## src/design/bsr_pkg.sv

```systemverilog
// shared types and constants for the byte stack with rotate
`timescale 1ns / 1ps
`default_nettype none

package bsr_pkg;

   localparam int DEPTH  = 64;
   localparam int ADDR_W = $clog2(DEPTH);
   localparam int CNT_W  = $clog2(DEPTH + 1);
   localparam int CAP_W  = 7;
   localparam int AMT_W  = 7;
   localparam int CMP_W  = (CNT_W > CAP_W) ? CNT_W : CAP_W;

   localparam logic [CAP_W-1:0] CAP_RESET = CAP_W'(64);

   localparam logic [1:0] STATUS_OK      = 2'd0;
   localparam logic [1:0] STATUS_EMPTY   = 2'd1;
   localparam logic [1:0] STATUS_FULL    = 2'd2;
   localparam logic [1:0] STATUS_IGNORED = 2'd3;

   typedef enum logic [2:0] {
      ACT_PUSH     = 3'd0,
      ACT_POP      = 3'd1,
      ACT_PEEK     = 3'd2,
      ACT_DUP      = 3'd3,
      ACT_ROT_UP   = 3'd4,
      ACT_ROT_DOWN = 3'd5,
      ACT_PRINT    = 3'd6
   } action_type;

   typedef enum logic [2:0] {
      ST_IDLE,
      ST_DECODE,
      ST_DUP_WR,
      ST_ROT_SAVE,
      ST_ROT_MOVE,
      ST_ROT_LAST,
      ST_PR_READ,
      ST_EMIT
   } state_type;

   typedef struct packed {
      logic              wr_en;
      logic [ADDR_W-1:0] wr_addr;
      logic [7:0]        wr_data;
      logic              rd_en;
      logic [ADDR_W-1:0] rd_addr;
   } ram_req_type;

   typedef struct packed {
      logic [1:0] status;
      logic [7:0] data;
      logic       dv;
      logic       last;
   } result_type;

endpackage

`default_nettype wire

```

## src/design/bsr_ram.sv

```systemverilog
// stack entry memory, one write port and one registered read port
`timescale 1ns / 1ps
`default_nettype none

module bsr_ram
   import bsr_pkg::*;
(
   input  wire logic        clock,
   input  wire ram_req_type req,
   output logic [7:0]       rd_data
);

   logic [7:0] mem [DEPTH];
   logic [7:0] rd_data_ff;

   always_ff @(posedge clock) begin
      if (req.wr_en) begin
         mem[req.wr_addr] <= req.wr_data;
      end
      if (req.rd_en) begin
         rd_data_ff <= mem[req.rd_addr];
      end
   end

   assign rd_data = rd_data_ff;

endmodule

`default_nettype wire

```

## src/design/bsr_ctrl.sv

```systemverilog
// sequencer that steps the stack pointer unit and the entry memory
`timescale 1ns / 1ps
`default_nettype none

module bsr_ctrl
   import bsr_pkg::*;
(
   input  wire logic             clock,
   input  wire logic             reset,
   input  wire logic [CAP_W-1:0] cap,
   input  wire logic             in_valid,
   output logic                  in_ready,
   input  wire logic [2:0]       in_action,
   input  wire logic [7:0]       in_value,
   input  wire logic [AMT_W-1:0] in_amount,
   input  wire logic             out_free,
   output logic                  out_load,
   output result_type            out_res,
   output ram_req_type           ram_req,
   input  wire logic [7:0]       rd_data
);

   state_type         state_ff, state_in;
   logic [CNT_W-1:0]  fill_ff, fill_in;
   action_type        act_ff, act_in;
   logic [7:0]        val_ff, val_in;
   logic [AMT_W-1:0]  amt_ff, amt_in;
   logic [ADDR_W-1:0] cur_ff, cur_in;
   logic [CNT_W-1:0]  rem_ff, rem_in;
   logic [7:0]        moved_ff, moved_in;
   logic [1:0]        st_ff, st_in;
   logic              dv_ff, dv_in;
   logic              last_ff, last_in;

   logic              empty;
   logic              full;
   logic              rot_bad;
   logic              up;
   logic [ADDR_W-1:0] top_addr;
   logic [ADDR_W-1:0] base_addr;
   logic [ADDR_W-1:0] cur_step;
   logic [ADDR_W-1:0] cur_step2;

   // pointer unit
   assign empty     = (fill_ff == '0);
   assign full      = (fill_ff == CNT_W'(DEPTH)) || (CMP_W'(fill_ff) >= CMP_W'(cap));
   assign rot_bad   = (amt_ff == '0) || (CMP_W'(amt_ff) > CMP_W'(fill_ff));
   assign up        = (act_ff == ACT_ROT_UP);
   assign top_addr  = ADDR_W'(fill_ff - CNT_W'(1));
   assign base_addr = ADDR_W'(CMP_W'(fill_ff) - CMP_W'(amt_ff));
   assign cur_step  = up ? (cur_ff - ADDR_W'(1)) : (cur_ff + ADDR_W'(1));
   assign cur_step2 = up ? (cur_ff - ADDR_W'(2)) : (cur_ff + ADDR_W'(2));

   assign in_ready = (state_ff == ST_IDLE);

   always_comb begin
      state_in = state_ff;
      case (state_ff)
         ST_IDLE: begin
            if (in_valid) begin
               state_in = ST_DECODE;
            end
         end
         ST_DECODE: begin
            case (act_ff)
               ACT_PUSH, ACT_POP, ACT_PEEK: state_in = ST_EMIT;
               ACT_DUP:                     state_in = (empty || full) ? ST_EMIT : ST_DUP_WR;
               ACT_ROT_UP, ACT_ROT_DOWN:    state_in = rot_bad ? ST_EMIT : ST_ROT_SAVE;
               ACT_PRINT:                   state_in = empty ? ST_EMIT : ST_PR_READ;
               default:                     state_in = ST_IDLE;
            endcase
         end
         ST_DUP_WR:   state_in = ST_EMIT;
         ST_ROT_SAVE: state_in = (rem_ff == '0) ? ST_ROT_LAST : ST_ROT_MOVE;
         ST_ROT_MOVE: state_in = (rem_ff == CNT_W'(1)) ? ST_ROT_LAST : ST_ROT_MOVE;
         ST_ROT_LAST: state_in = ST_EMIT;
         ST_PR_READ:  state_in = ST_EMIT;
         ST_EMIT: begin
            if (out_free) begin
               state_in = last_ff ? ST_IDLE : ST_PR_READ;
            end
         end
         default: state_in = ST_IDLE;
      endcase
   end

   always_comb begin
      fill_in  = fill_ff;
      act_in   = act_ff;
      val_in   = val_ff;
      amt_in   = amt_ff;
      cur_in   = cur_ff;
      rem_in   = rem_ff;
      moved_in = moved_ff;
      st_in    = st_ff;
      dv_in    = dv_ff;
      last_in  = last_ff;
      out_load = 1'b0;
      ram_req  = '0;
      case (state_ff)
         ST_IDLE: begin
            if (in_valid) begin
               act_in = action_type'(in_action);
               val_in = in_value;
               amt_in = in_amount;
            end
         end
         ST_DECODE: begin
            st_in   = STATUS_OK;
            dv_in   = 1'b0;
            last_in = 1'b1;
            case (act_ff)
               ACT_PUSH: begin
                  if (full) begin
                     st_in = STATUS_FULL;
                  end else begin
                     ram_req.wr_en   = 1'b1;
                     ram_req.wr_addr = ADDR_W'(fill_ff);
                     ram_req.wr_data = val_ff;
                     fill_in         = fill_ff + CNT_W'(1);
                  end
               end
               ACT_POP, ACT_PEEK: begin
                  if (empty) begin
                     st_in = STATUS_EMPTY;
                  end else begin
                     ram_req.rd_en   = 1'b1;
                     ram_req.rd_addr = top_addr;
                     dv_in           = 1'b1;
                     if (act_ff == ACT_POP) begin
                        fill_in = fill_ff - CNT_W'(1);
                     end
                  end
               end
               ACT_DUP: begin
                  if (empty) begin
                     st_in = STATUS_EMPTY;
                  end else if (full) begin
                     st_in = STATUS_FULL;
                  end else begin
                     ram_req.rd_en   = 1'b1;
                     ram_req.rd_addr = top_addr;
                  end
               end
               ACT_ROT_UP, ACT_ROT_DOWN: begin
                  if (rot_bad) begin
                     st_in = STATUS_IGNORED;
                  end else begin
                     ram_req.rd_en   = 1'b1;
                     ram_req.rd_addr = up ? top_addr : base_addr;
                     cur_in          = up ? top_addr : base_addr;
                     rem_in          = CNT_W'(CMP_W'(amt_ff) - CMP_W'(1));
                  end
               end
               ACT_PRINT: begin
                  if (empty) begin
                     st_in = STATUS_EMPTY;
                  end else begin
                     cur_in = top_addr;
                  end
               end
               default: begin
               end
            endcase
         end
         ST_DUP_WR: begin
            ram_req.wr_en   = 1'b1;
            ram_req.wr_addr = ADDR_W'(fill_ff);
            ram_req.wr_data = rd_data;
            fill_in         = fill_ff + CNT_W'(1);
         end
         ST_ROT_SAVE: begin
            moved_in = rd_data;
            if (rem_ff != '0) begin
               ram_req.rd_en   = 1'b1;
               ram_req.rd_addr = cur_step;
            end
         end
         ST_ROT_MOVE: begin
            ram_req.wr_en   = 1'b1;
            ram_req.wr_addr = cur_ff;
            ram_req.wr_data = rd_data;
            cur_in          = cur_step;
            rem_in          = rem_ff - CNT_W'(1);
            if (rem_ff != CNT_W'(1)) begin
               ram_req.rd_en   = 1'b1;
               ram_req.rd_addr = cur_step2;
            end
         end
         ST_ROT_LAST: begin
            ram_req.wr_en   = 1'b1;
            ram_req.wr_addr = cur_ff;
            ram_req.wr_data = moved_ff;
         end
         ST_PR_READ: begin
            ram_req.rd_en   = 1'b1;
            ram_req.rd_addr = cur_ff;
            st_in           = STATUS_OK;
            dv_in           = 1'b1;
            last_in         = (cur_ff == '0);
         end
         ST_EMIT: begin
            out_load = out_free;
            if (out_free && !last_ff) begin
               cur_in = cur_ff - ADDR_W'(1);
            end
         end
         default: begin
         end
      endcase
   end

   assign out_res.status = st_ff;
   assign out_res.data   = dv_ff ? rd_data : 8'd0;
   assign out_res.dv     = dv_ff;
   assign out_res.last   = last_ff;

   always_ff @(posedge clock) begin
      if (reset) begin
         state_ff <= ST_IDLE;
         fill_ff  <= '0;
      end else begin
         state_ff <= state_in;
         fill_ff  <= fill_in;
      end
   end

   always_ff @(posedge clock) begin
      act_ff   <= act_in;
      val_ff   <= val_in;
      amt_ff   <= amt_in;
      cur_ff   <= cur_in;
      rem_ff   <= rem_in;
      moved_ff <= moved_in;
      st_ff    <= st_in;
      dv_ff    <= dv_in;
      last_ff  <= last_in;
   end

endmodule

`default_nettype wire

```

## src/design/byte_stack_with_rotate_core.sv

```systemverilog
// top level of the byte stack with dup and rotate
//
// req channel: one transaction asks for one action (push, pop, peek, dup,
// up rotate, down rotate, print) on a stack of up to 64 bytes.
// rsp channel: each action gives one result transaction with tlast set,
// print gives one per element from top to bottom with tlast on the bottom
// one, or a single empty result; an unknown action gives none.
// csr channel: writes the capacity register, always ready; write only idle.
// push, pop, peek and an ignored or rejected action go from decode to the
// result; dup adds a write of the copied top, a rotate saves one end entry,
// moves the others and writes the saved one last, and print reads and
// emits each element in turn. the sequencer steps the entry memory, which
// has a write and a registered read port; a rotate moves one entry per cycle.
// req_tready is high only while the sequencer is idle, so one action is
// worked on at a time; a result waits in the output register while the
// next request is taken, and a stalled receiver holds the sequencer.
// reset empties the stack and sets capacity to 64; memory needs no clearing.
`timescale 1ns / 1ps
`default_nettype none

module byte_stack_with_rotate_core
   import bsr_pkg::*;
(
   input  wire logic        clock,
   input  wire logic        reset,
   input  wire logic        req_tvalid,
   output logic             req_tready,
   input  wire logic [15:0] req_tdata,  // value [7:0], amount [14:8], zero [15]
   input  wire logic [2:0]  req_tuser,  // action [2:0]
   output logic             rsp_tvalid,
   input  wire logic        rsp_tready,
   output logic [15:0]      rsp_tdata,  // status [1:0], data_out [9:2], zero [15:10]
   output logic             rsp_tuser,  // data_valid
   output logic             rsp_tlast,  // last
   input  wire logic        csr_valid,
   output logic             csr_ready,
   input  wire logic [6:0]  csr_data   // capacity
);

   logic [CAP_W-1:0] cap_ff, cap_in;
   logic             rsp_valid_ff, rsp_valid_in;
   result_type       rsp_res_ff, rsp_res_in;

   logic             out_free;
   logic             out_load;
   result_type       out_res;
   ram_req_type      ram_req;
   logic [7:0]       rd_data;

   assign csr_ready = 1'b1;
   assign cap_in    = (csr_valid && csr_ready) ? csr_data : cap_ff;

   assign out_free     = !rsp_valid_ff || rsp_tready;
   assign rsp_valid_in = out_load || (rsp_valid_ff && !rsp_tready);
   assign rsp_res_in   = out_load ? out_res : rsp_res_ff;

   bsr_ctrl u_ctrl (
      .clock     (clock),
      .reset     (reset),
      .cap       (cap_ff),
      .in_valid  (req_tvalid),
      .in_ready  (req_tready),
      .in_action (req_tuser),
      .in_value  (req_tdata[7:0]),
      .in_amount (req_tdata[14:8]),
      .out_free  (out_free),
      .out_load  (out_load),
      .out_res   (out_res),
      .ram_req   (ram_req),
      .rd_data   (rd_data)
   );

   bsr_ram u_ram (
      .clock   (clock),
      .req     (ram_req),
      .rd_data (rd_data)
   );

   always_ff @(posedge clock) begin
      if (reset) begin
         cap_ff       <= CAP_RESET;
         rsp_valid_ff <= 1'b0;
      end else begin
         cap_ff       <= cap_in;
         rsp_valid_ff <= rsp_valid_in;
      end
   end

   always_ff @(posedge clock) begin
      rsp_res_ff <= rsp_res_in;
   end

   assign rsp_tvalid = rsp_valid_ff;
   assign rsp_tdata  = {6'd0, rsp_res_ff.data, rsp_res_ff.status};
   assign rsp_tuser  = rsp_res_ff.dv;
   assign rsp_tlast  = rsp_res_ff.last;

endmodule

`default_nettype wire
```

## config.mk

```make
export PLATFORM = sky130hd
export DESIGN_NAME = byte_stack_with_rotate_core
export DESIGN_NICKNAME = d
export VERILOG_FILES = /design/src/design/bsr_pkg.sv /design/src/design/bsr_ram.sv /design/src/design/bsr_ctrl.sv /design/src/design/byte_stack_with_rotate_core.sv
export SDC_FILE = /design/constraint.sdc
export NUM_CORES = 1
export LEC_CHECK = 0
export ABC_AREA = 1
export BUFFER_PORTS_ARGS = -buffer_cell sky130_fd_sc_hd__buf_4
export CAP_MARGIN = 5
export CORE_ASPECT_RATIO = 1.25
export CORE_MARGIN = 4
export CORE_UTILIZATION = 40
export DETAILED_ROUTE_END_ITERATION = 8
export PLACE_DENSITY = 0.62
export SLEW_MARGIN = 20
export SYNTH_ARGS = -nofsm -noshare
export SYNTH_HDL_FRONTEND = slang
export SYNTH_SLANG_ARGS = --single-unit
export TNS_END_PERCENT = 20
```

## constraint.sdc

```tcl
create_clock -name clock -period 3.7 [get_ports clock]
set_input_delay 0.555 -clock clock [delete_from_list [all_inputs] [get_ports clock]]
set_output_delay 0.555 -clock clock [all_outputs]
set_load 0.03 [all_outputs]
```

==> flow_metrics.py, run 1 <==
metrics = {
    "status": {
        "status": "completed",
    },
    "pwr": {
        "clkPwrFrac_pct": 23.8,
        "ir_drop_uv": 409,
        "power.internal_mw": 15.7,
        "power_density_mw_per_mm2": 801,
        "p_switching_mw": 10.4,
        "finalPower_mw": 26.1,
        "sw_frac_of_total_pct": 39.9,
        "power_leakage_nw": 13.2,
        "seq_power_share_pct": 34.9,
        "combPwrFrac_pct": 41.3,
    },
    "layout": {
        "design_area_mm2": 0.0326,
        "nets": 2918,
        "layout_common_cells": "edfxtp_1, nand3_1, nand2_1, inv_1, buf_4",
        "nFillCells": 6287,
        "area_delta_synth_final_pct": 16.4,
        "diodes": 0,
        "drive_gt1_share_pct": 12.0,
        "layout_commonest_cell": "edfxtp_1",
    },
    "route": {
        "ant_nets": 0,
        "drt-initial-drc-count": 1822,
        "num_vias": 20000,
        "vias_per_cell": 5.21,
        "dr.pass1.iters": 5,
        "routedWlPerCell_um": 20.0,
        "drt-total-wl_mm": 77.0,
        "drc": 0,
    },
    "global_route": {
        "grt_usage_pct": 20.0,
        "grt_overflow": 0,
        "grt_max_degree": 121,
        "grt_pass1_wl_mm": 115,
        "antenna_found_initial": 0,
        "grt_pass1_vias": 19600,
    },
    "place": {
        "dp_hpwl_mm": 49.4,
        "gp_congestion": 0.961,
        "numPortBuffers": 43,
        "place_area_mm2": 0.0305,
    },
    "min_path": {
        "hold_path_class": "input port to flip-flop",
    },
    "run": {
        "maxCapViolations": 0,
    },
    "logic_synthesis": {
        "syn-cell-area_mm2": 0.0280,
        "ys_seq_area_share_pct": 63.0,
        "synthAdderAreaFrac_pct": 1.49,
        "synth_edf_count": 575,
        "synth_top_cell_by_area": "edfxtp_1",
        "ys_types": 48,
        "synth_cells": 2706,
        "syn-mean-instance-area_um2": 10.3,
        "yosys_register_bits": 593,
        "synth_top_cell_area_share_pct": 61.7,
        "yosysWarnings": 0,
        "synth-compound-area-share_pct": 2.34,
        "synth_top_family_by_area": "simple AND/OR/NAND/NOR gates",
        "synthSimpleGateAreaFrac_pct": 23.5,
        "yosys-top-cells-area": "edfxtp_1, nand3_1, nand2_1",
        "yosys.area_share.xor_xnor_pct": 0.783,
        "ys_async_sr_fraction_pct": 0,
        "ys.flop_type": "edfxtp_1",
        "synthMuxAreaShare_pct": 0.0358,
    },
    "setup_path": {
        "cp-start-kind": "flip-flop",
        "cp.arrival_ns": 4.00,
        "max_stage_delay_ns": 0.52,
        "crit_type": "flip-flop to flip-flop",
        "critPathRequiredTime_ns": 4.19,
        "path_cells": "inv_2 -> ha_1 -> inv_1 -> fa_1 -> nand2_1 -> o21ai_0 -> nand4_1 -> nand2_1 -> nand2_2 -> nand3_4 -> buf_4 -> nand3_1 -> nand3_1 -> nand3_1 -> nand3_1 -> nand3_1 -> nand2_1",
        "cp_slowest_cell": "fa_1",
        "crit_fanout": 24,
        "cp_common_cell": "nand3_1",
        "end_kind": "flip-flop",
    },
    "timing": {
        "slew_viol_final": 0,
        "finalCritPeriodShare_pct": 94.7,
        "timing.hold.ws_ns": 0.106,
        "skew_ns": 0.0249,
        "rsz0062_at_grt": "false",
        "tns_ns": 0,
        "fmax_mhz": 285,
        "tightestPinTransition_ns": 0.920,
        "min_period_ns": 3.50,
        "max_slew_margin_pct": 38.4,
        "final-hold-violation-count": 0,
        "setup_violations": 0,
    },
    "die": {
        "dieWidth_um": 245,
        "die-area_mm2": 0.0743,
        "fp.dieH_um": 304,
        "core_mm2": 0.0693,
        "initial_core_util_pct": 40.4,
        "row_count": 108,
        "io_pins": 52,
    },
    "clock_network": {
        "clk_latency_ns": 0.64,
        "cts_buffers": 60,
        "cts_sinks": 593,
        "clkTransAtPathRegs_ns": 0.06,
        "root_buffer": "clkbuf_16",
        "htree_num_levels": 2,
        "cts_max_path_buffers": 3,
        "cts_tree": "done",
    },
}
==> area by class of cell <==
cell class              instances  area (um^2)  share of cell area [%]
clock buffers                  73         1550                    4.76
clock inverters                41          455                    1.40
inverters                     436         1640                    5.02
multi-input cells            1535         8020                    24.6
flip-flops and latches        593        17600                    54.1
well taps                     935         1170                    3.59
repair buffers                229         2120                    6.50
==> Yosys cell counts, types with 6 or more instances <==
cell      count
a21oi_1      32
a31oi_1       7
buf_1         7
buf_2        87
buf_4        17
buf_6        13
clkbuf_1     24
dfxtp_1      18
edfxtp_1    575
ha_1         30
inv_1       426
inv_2         7
nand2_1     458
nand3_1     574
nand3b_1    177
nand4_1       8
nor2_1      114
nor2_2        6
nor3_1        7
o21a_1        6
o21ai_0      43
o22ai_1       6
xnor2_1       7
xor2_1       18
==> metal layers <==
layer	part of all wire, %	vias to the layer above	global-route usage [%]	wire length [um]
li1	-	9462	-	-
met1	39	9664	24.8	30400
met2	49	724	34.5	38000
met3	6.0	177	2.60	4650
met4	5.1	0	9.57	3960
met5	0	-	0	0
==> stage by stage <==
stage / setup WS (ns) / utilization [%] / instances
3_3_place_gp: 0.0593 / 44.0 / 3723
5_1_grt: 0.0388 / 47.0 / 3842
3_5_place_dp: 0.0415 / 44.0 / 3723
2_1_floorplan: 0.744 / - / 2711
6_report: 0.195 / 47.0 / 3842
4_1_cts: 0.0129 / 46.9 / 3837
==> final timing paths <==
check / start / cells past startpoint / slack [ns] / to
setup / recovery: u_ctrl.fill_ff[0] / 17 / 0.20 / u_ram.rd_data[1]
hold / removal: req_tdata[14] / 1 / 0.11 / u_ctrl.amt_ff[6]
setup reg to reg: u_ctrl.fill_ff[0] / 17 / 0.20 / u_ram.rd_data[1]
hold reg to reg: u_ctrl.st_ff[1] / 0 / 0.42 / rsp_tdata[1]
==> state kept, by name (all words and copies together), names as in the netlist <==
name,cells
cap_ff,7
rsp_tdata,10
rsp_tlast,1
rsp_tuser,1
rsp_tvalid,1
u_ctrl.act_ff,3
u_ctrl.amt_ff,7
u_ctrl.cur_ff,6
u_ctrl.dv_ff,1
u_ctrl.fill_ff,7
u_ctrl.last_ff,1
u_ctrl.moved_ff,8
u_ctrl.rem_ff,7
u_ctrl.st_ff,2
u_ctrl.state_ff,3
u_ctrl.val_ff,8
u_ram.mem,512
u_ram.rd_data,8
==> cell families after synthesis <==
family / after synthesis
compound gates: 113
xor+xnor: 25
fa+ha+maj: 32
buf+inv: 584
flops: 593
mux: 1
other cells: 2
simple gates: 1356
==> critical path: cells and delay by family (launching register included) <==
family / cells / cell delay (ns)
and+or+nand+nor: 11 / 1.62
adders and majority gates: 2 / 0.73
buffers and inverters: 3 / 0.58
DFF: 1 / 0.32
AOI/OAI and AO/OA: 1 / 0.13
==> power groups by stage <==
stage	Sequential (mW)	Combinational (mW)	Clock, mW
final	9.12	10.8	6.20
after global routing	9.15	11.6	6.59
after CTS	9.12	10.6	6.32
after detailed placement	9.25	10.6	0
after global placement	9.24	10.4	0
after floorplan	9.15	6.32	0
==> repair_timing <==
item,in CTS,in global routing
hold buffers,0,0
hold endpoints to repair,0,0
resized for setup,0,4
endpoints found under the setup margin,0,8
setup buffers,0,3
Note: power is estimated with default switching activity, not from simulation.
==> run 2: changes to the inputs <==
CELL_PAD_IN_SITES_DETAIL_PLACEMENT = 0   (was default)
CELL_PAD_IN_SITES_GLOBAL_PLACEMENT = 2   (was default)
PLACE_DENSITY = default   (was 0.62)
PLACE_DENSITY_LB_ADDON = 0.1   (was default)
==> flow_metrics.py, run 2 (same netlist as run 1, synthesis figures left out) <==
metrics = {
    "status": {
        "status": "completed",
    },
    "setup_path": {
        "cp_top_family": "simple AND/OR/NAND/NOR gates",
        "r2r-end": "u_ram.rd_data[7]",
        "crit_type": "flip-flop to flip-flop",
        "max_stage_delay_ns": 0.43,
        "crit_buf_inv": 3,
        "cp-start-kind": "flip-flop",
        "r2r_start": "u_ctrl.amt_ff[3]",
        "r2r_setup_slack_ns": 0.20,
        "cp_common_cell": "nand3_1",
        "end_kind": "flip-flop",
        "crit_fanout": 41,
        "critPathRequiredTime_ns": 4.03,
        "cp_slowest_cell": "edfxtp_1",
        "r2r_cells": 19,
        "path_cells": "inv_1 -> ha_1 -> nand2_1 -> nor2_1 -> nand3_1 -> nand2_1 -> nand4_1 -> nand2_2 -> nand2_8 -> nand2_8 -> buf_16 -> buf_16 -> nand2_1 -> nand3_1 -> nand3_1 -> nand3_1 -> nand3_1 -> nand3_1 -> nand2_1",
        "cp.arrival_ns": 3.84,
    },
    "layout": {
        "area_delta_synth_final_pct": 16.9,
        "multi_input_area_mm2": 0.00806,
        "regMostFlops": "u_ram.mem",
        "drive_gt1_share_pct": 12.0,
        "layout_commonest_cell": "edfxtp_1",
        "nets": 2901,
        "layout_common_cells": "edfxtp_1, nand3_1, nand2_1, inv_1, nand3b_1",
        "diodes": 0,
        "nFillCells": 6397,
        "seq_area_mm2": 0.0176,
        "largest_reg_flops": 512,
    },
    "pwr": {
        "ir_drop_uv": 435,
        "finalPower_mw": 26.5,
        "combPwrFrac_pct": 40.9,
        "sw_frac_of_total_pct": 40.0,
        "power.internal_mw": 15.9,
        "power_density_mw_per_mm2": 812,
        "clkPwrFrac_pct": 24.9,
        "seq_power_share_pct": 34.2,
        "power_leakage_nw": 13.2,
        "p_switching_mw": 10.6,
    },
    "clock_network": {
        "cts_resized": 0,
        "clkTransAtPathRegs_ns": 0.06,
        "cts_max_path_buffers": 3,
        "cts_tree": "done",
        "cts_buffers": 68,
        "htree_num_levels": 3,
        "cts_sinks": 593,
        "clk_latency_ns": 0.61,
        "root_buffer": "clkbuf_16",
        "holdBufCountCts": 0,
        "postCtsSetupBuffers": 0,
    },
    "die": {
        "core_mm2": 0.0693,
        "row_count": 108,
        "dieWidth_um": 245,
        "io_pins": 52,
        "initial_core_util_pct": 40.4,
        "fp.dieH_um": 304,
        "die-area_mm2": 0.0743,
    },
    "min_path": {
        "hold_path_end": "u_ctrl.amt_ff[2]",
        "min_delay_path_depth": 1,
        "hold_path.startpoint": "req_tdata[10]",
        "hold_path_class": "input port to flip-flop",
    },
    "global_route": {
        "antenna_found_initial": 1,
        "grt_pass1_wl_mm": 119,
        "grt_usage_pct": 21.2,
        "grt_max_degree": 73,
        "met2_usage_pct": 37.1,
        "grt.met1_usage_pct": 26.5,
        "top_usage_layer": "met2",
        "use_met3_pct": 3.08,
        "grt_overflow": 0,
        "grt_pass1_vias": 19100,
    },
    "timing": {
        "fin_ws_ns": 0.198,
        "fmax_mhz": 286,
        "slew_viol_final": 0,
        "min_period_ns": 3.50,
        "timing.hold.ws_ns": 0.125,
        "tightestPinTransition_ns": 0.930,
        "tns_ns": 0,
        "setup_violations": 0,
        "rsz0062_at_grt": "false",
        "skew_ns": 0.0223,
        "finalCritPeriodShare_pct": 94.6,
        "max_slew_margin_pct": 37.8,
        "final-hold-violation-count": 0,
    },
    "route": {
        "vias_per_cell": 5.06,
        "routedWlPerCell_um": 20.8,
        "drc": 0,
        "ant_nets": 0,
        "num_vias": 19400,
        "drt-initial-drc-count": 1361,
        "drt-total-wl_mm": 79.8,
        "dr.pass1.iters": 5,
    },
    "place": {
        "gp_congestion": 0.877,
        "numPortBuffers": 43,
        "dp_hpwl_mm": 52.4,
        "pre_cts_ws_ns": 0.113,
    },
    "run": {
        "maxCapViolations": 0,
    },
}
-- run 2: cell types whose count changed in the layout (fill, tap and decap cells not counted), sizes merged --
cell,change
buf,-24
clkinv,+8
clkbuf,+3
bufinv,-2
inv,+1
nand3,-1
-- run 2: worst max-delay path by stage --
stage / from / to / slack (ns) / cells past startpoint
2_1_floorplan: u_ctrl.act_ff[1] / u_ram.rd_data[4] / 0.74 / 17
3_3_place_gp: u_ctrl.rem_ff[1] / u_ram.rd_data[7] / 0.1 / 19
3_5_place_dp: u_ctrl.rem_ff[1] / u_ram.rd_data[7] / 0.11 / 19
4_1_cts: u_ctrl.rem_ff[1] / u_ram.rd_data[7] / 0.08 / 19
5_1_grt: u_ctrl.amt_ff[2] / u_ram.rd_data[6] / 0.01 / 22
6_report: u_ctrl.amt_ff[3] / u_ram.rd_data[7] / 0.20 / 19
-- run 2: worst reg2reg max path, cell delays in order, from the launching register on --
cell and delay [ns]:
edfxtp_1 0.43, inv_1 0.11, ha_1 0.36, nand2_1 0.08
nor2_1 0.15, nand3_1 0.09, nand2_1 0.12, nand4_1 0.12
nand2_2 0.15, nand2_8 0.11, nand2_8 0.18, buf_16 0.22
buf_16 0.28, nand2_1 0.08, nand3_1 0.10, nand3_1 0.08
nand3_1 0.26, nand3_1 0.13, nand3_1 0.10, nand2_1 0.10
-- run 2: metrics by stage --
step | area, um^2 | util, % | std cells
2_1_floorplan | 28000 | - | 2711
3_3_place_gp | 30400 | 43.9 | 3702
3_5_place_dp | 30400 | 43.9 | 3702
4_1_cts | 32600 | 47.0 | 3826
5_1_grt | 32700 | 47.2 | 3827
6_report | 32700 | 47.2 | 3827
-- run 2: final cells by class --
cell class | count | area share (%)
tap | 935 | 3.58
clock buffer | 76 | 5.36
sequential | 593 | 53.9
timing repair buffer | 205 | 6.15
multi-input combinational | 1534 | 24.6
clock inverter | 48 | 1.32
inverter | 436 | 5.03
-- run 2: per-layer routing --
layer | share of wire, % | up-vias
li1 | - | 9425
met1 | 41 | 9346
met2 | 50 | 458
met3 | 4.4 | 134
met4 | 3.7 | 2
met5 | 0.014 | -
-- run 2: power by group through the flow --
stage | sequential, mW | combinational, mW | clock, mW
after global placement | 9.19 | 10.8 | 0
after detailed placement | 9.20 | 10.8 | 0
after floorplan | 9.15 | 6.32 | 0
after global routing | 9.12 | 11.9 | 7.06
final | 9.07 | 10.9 | 6.61
after CTS | 9.07 | 10.9 | 6.78
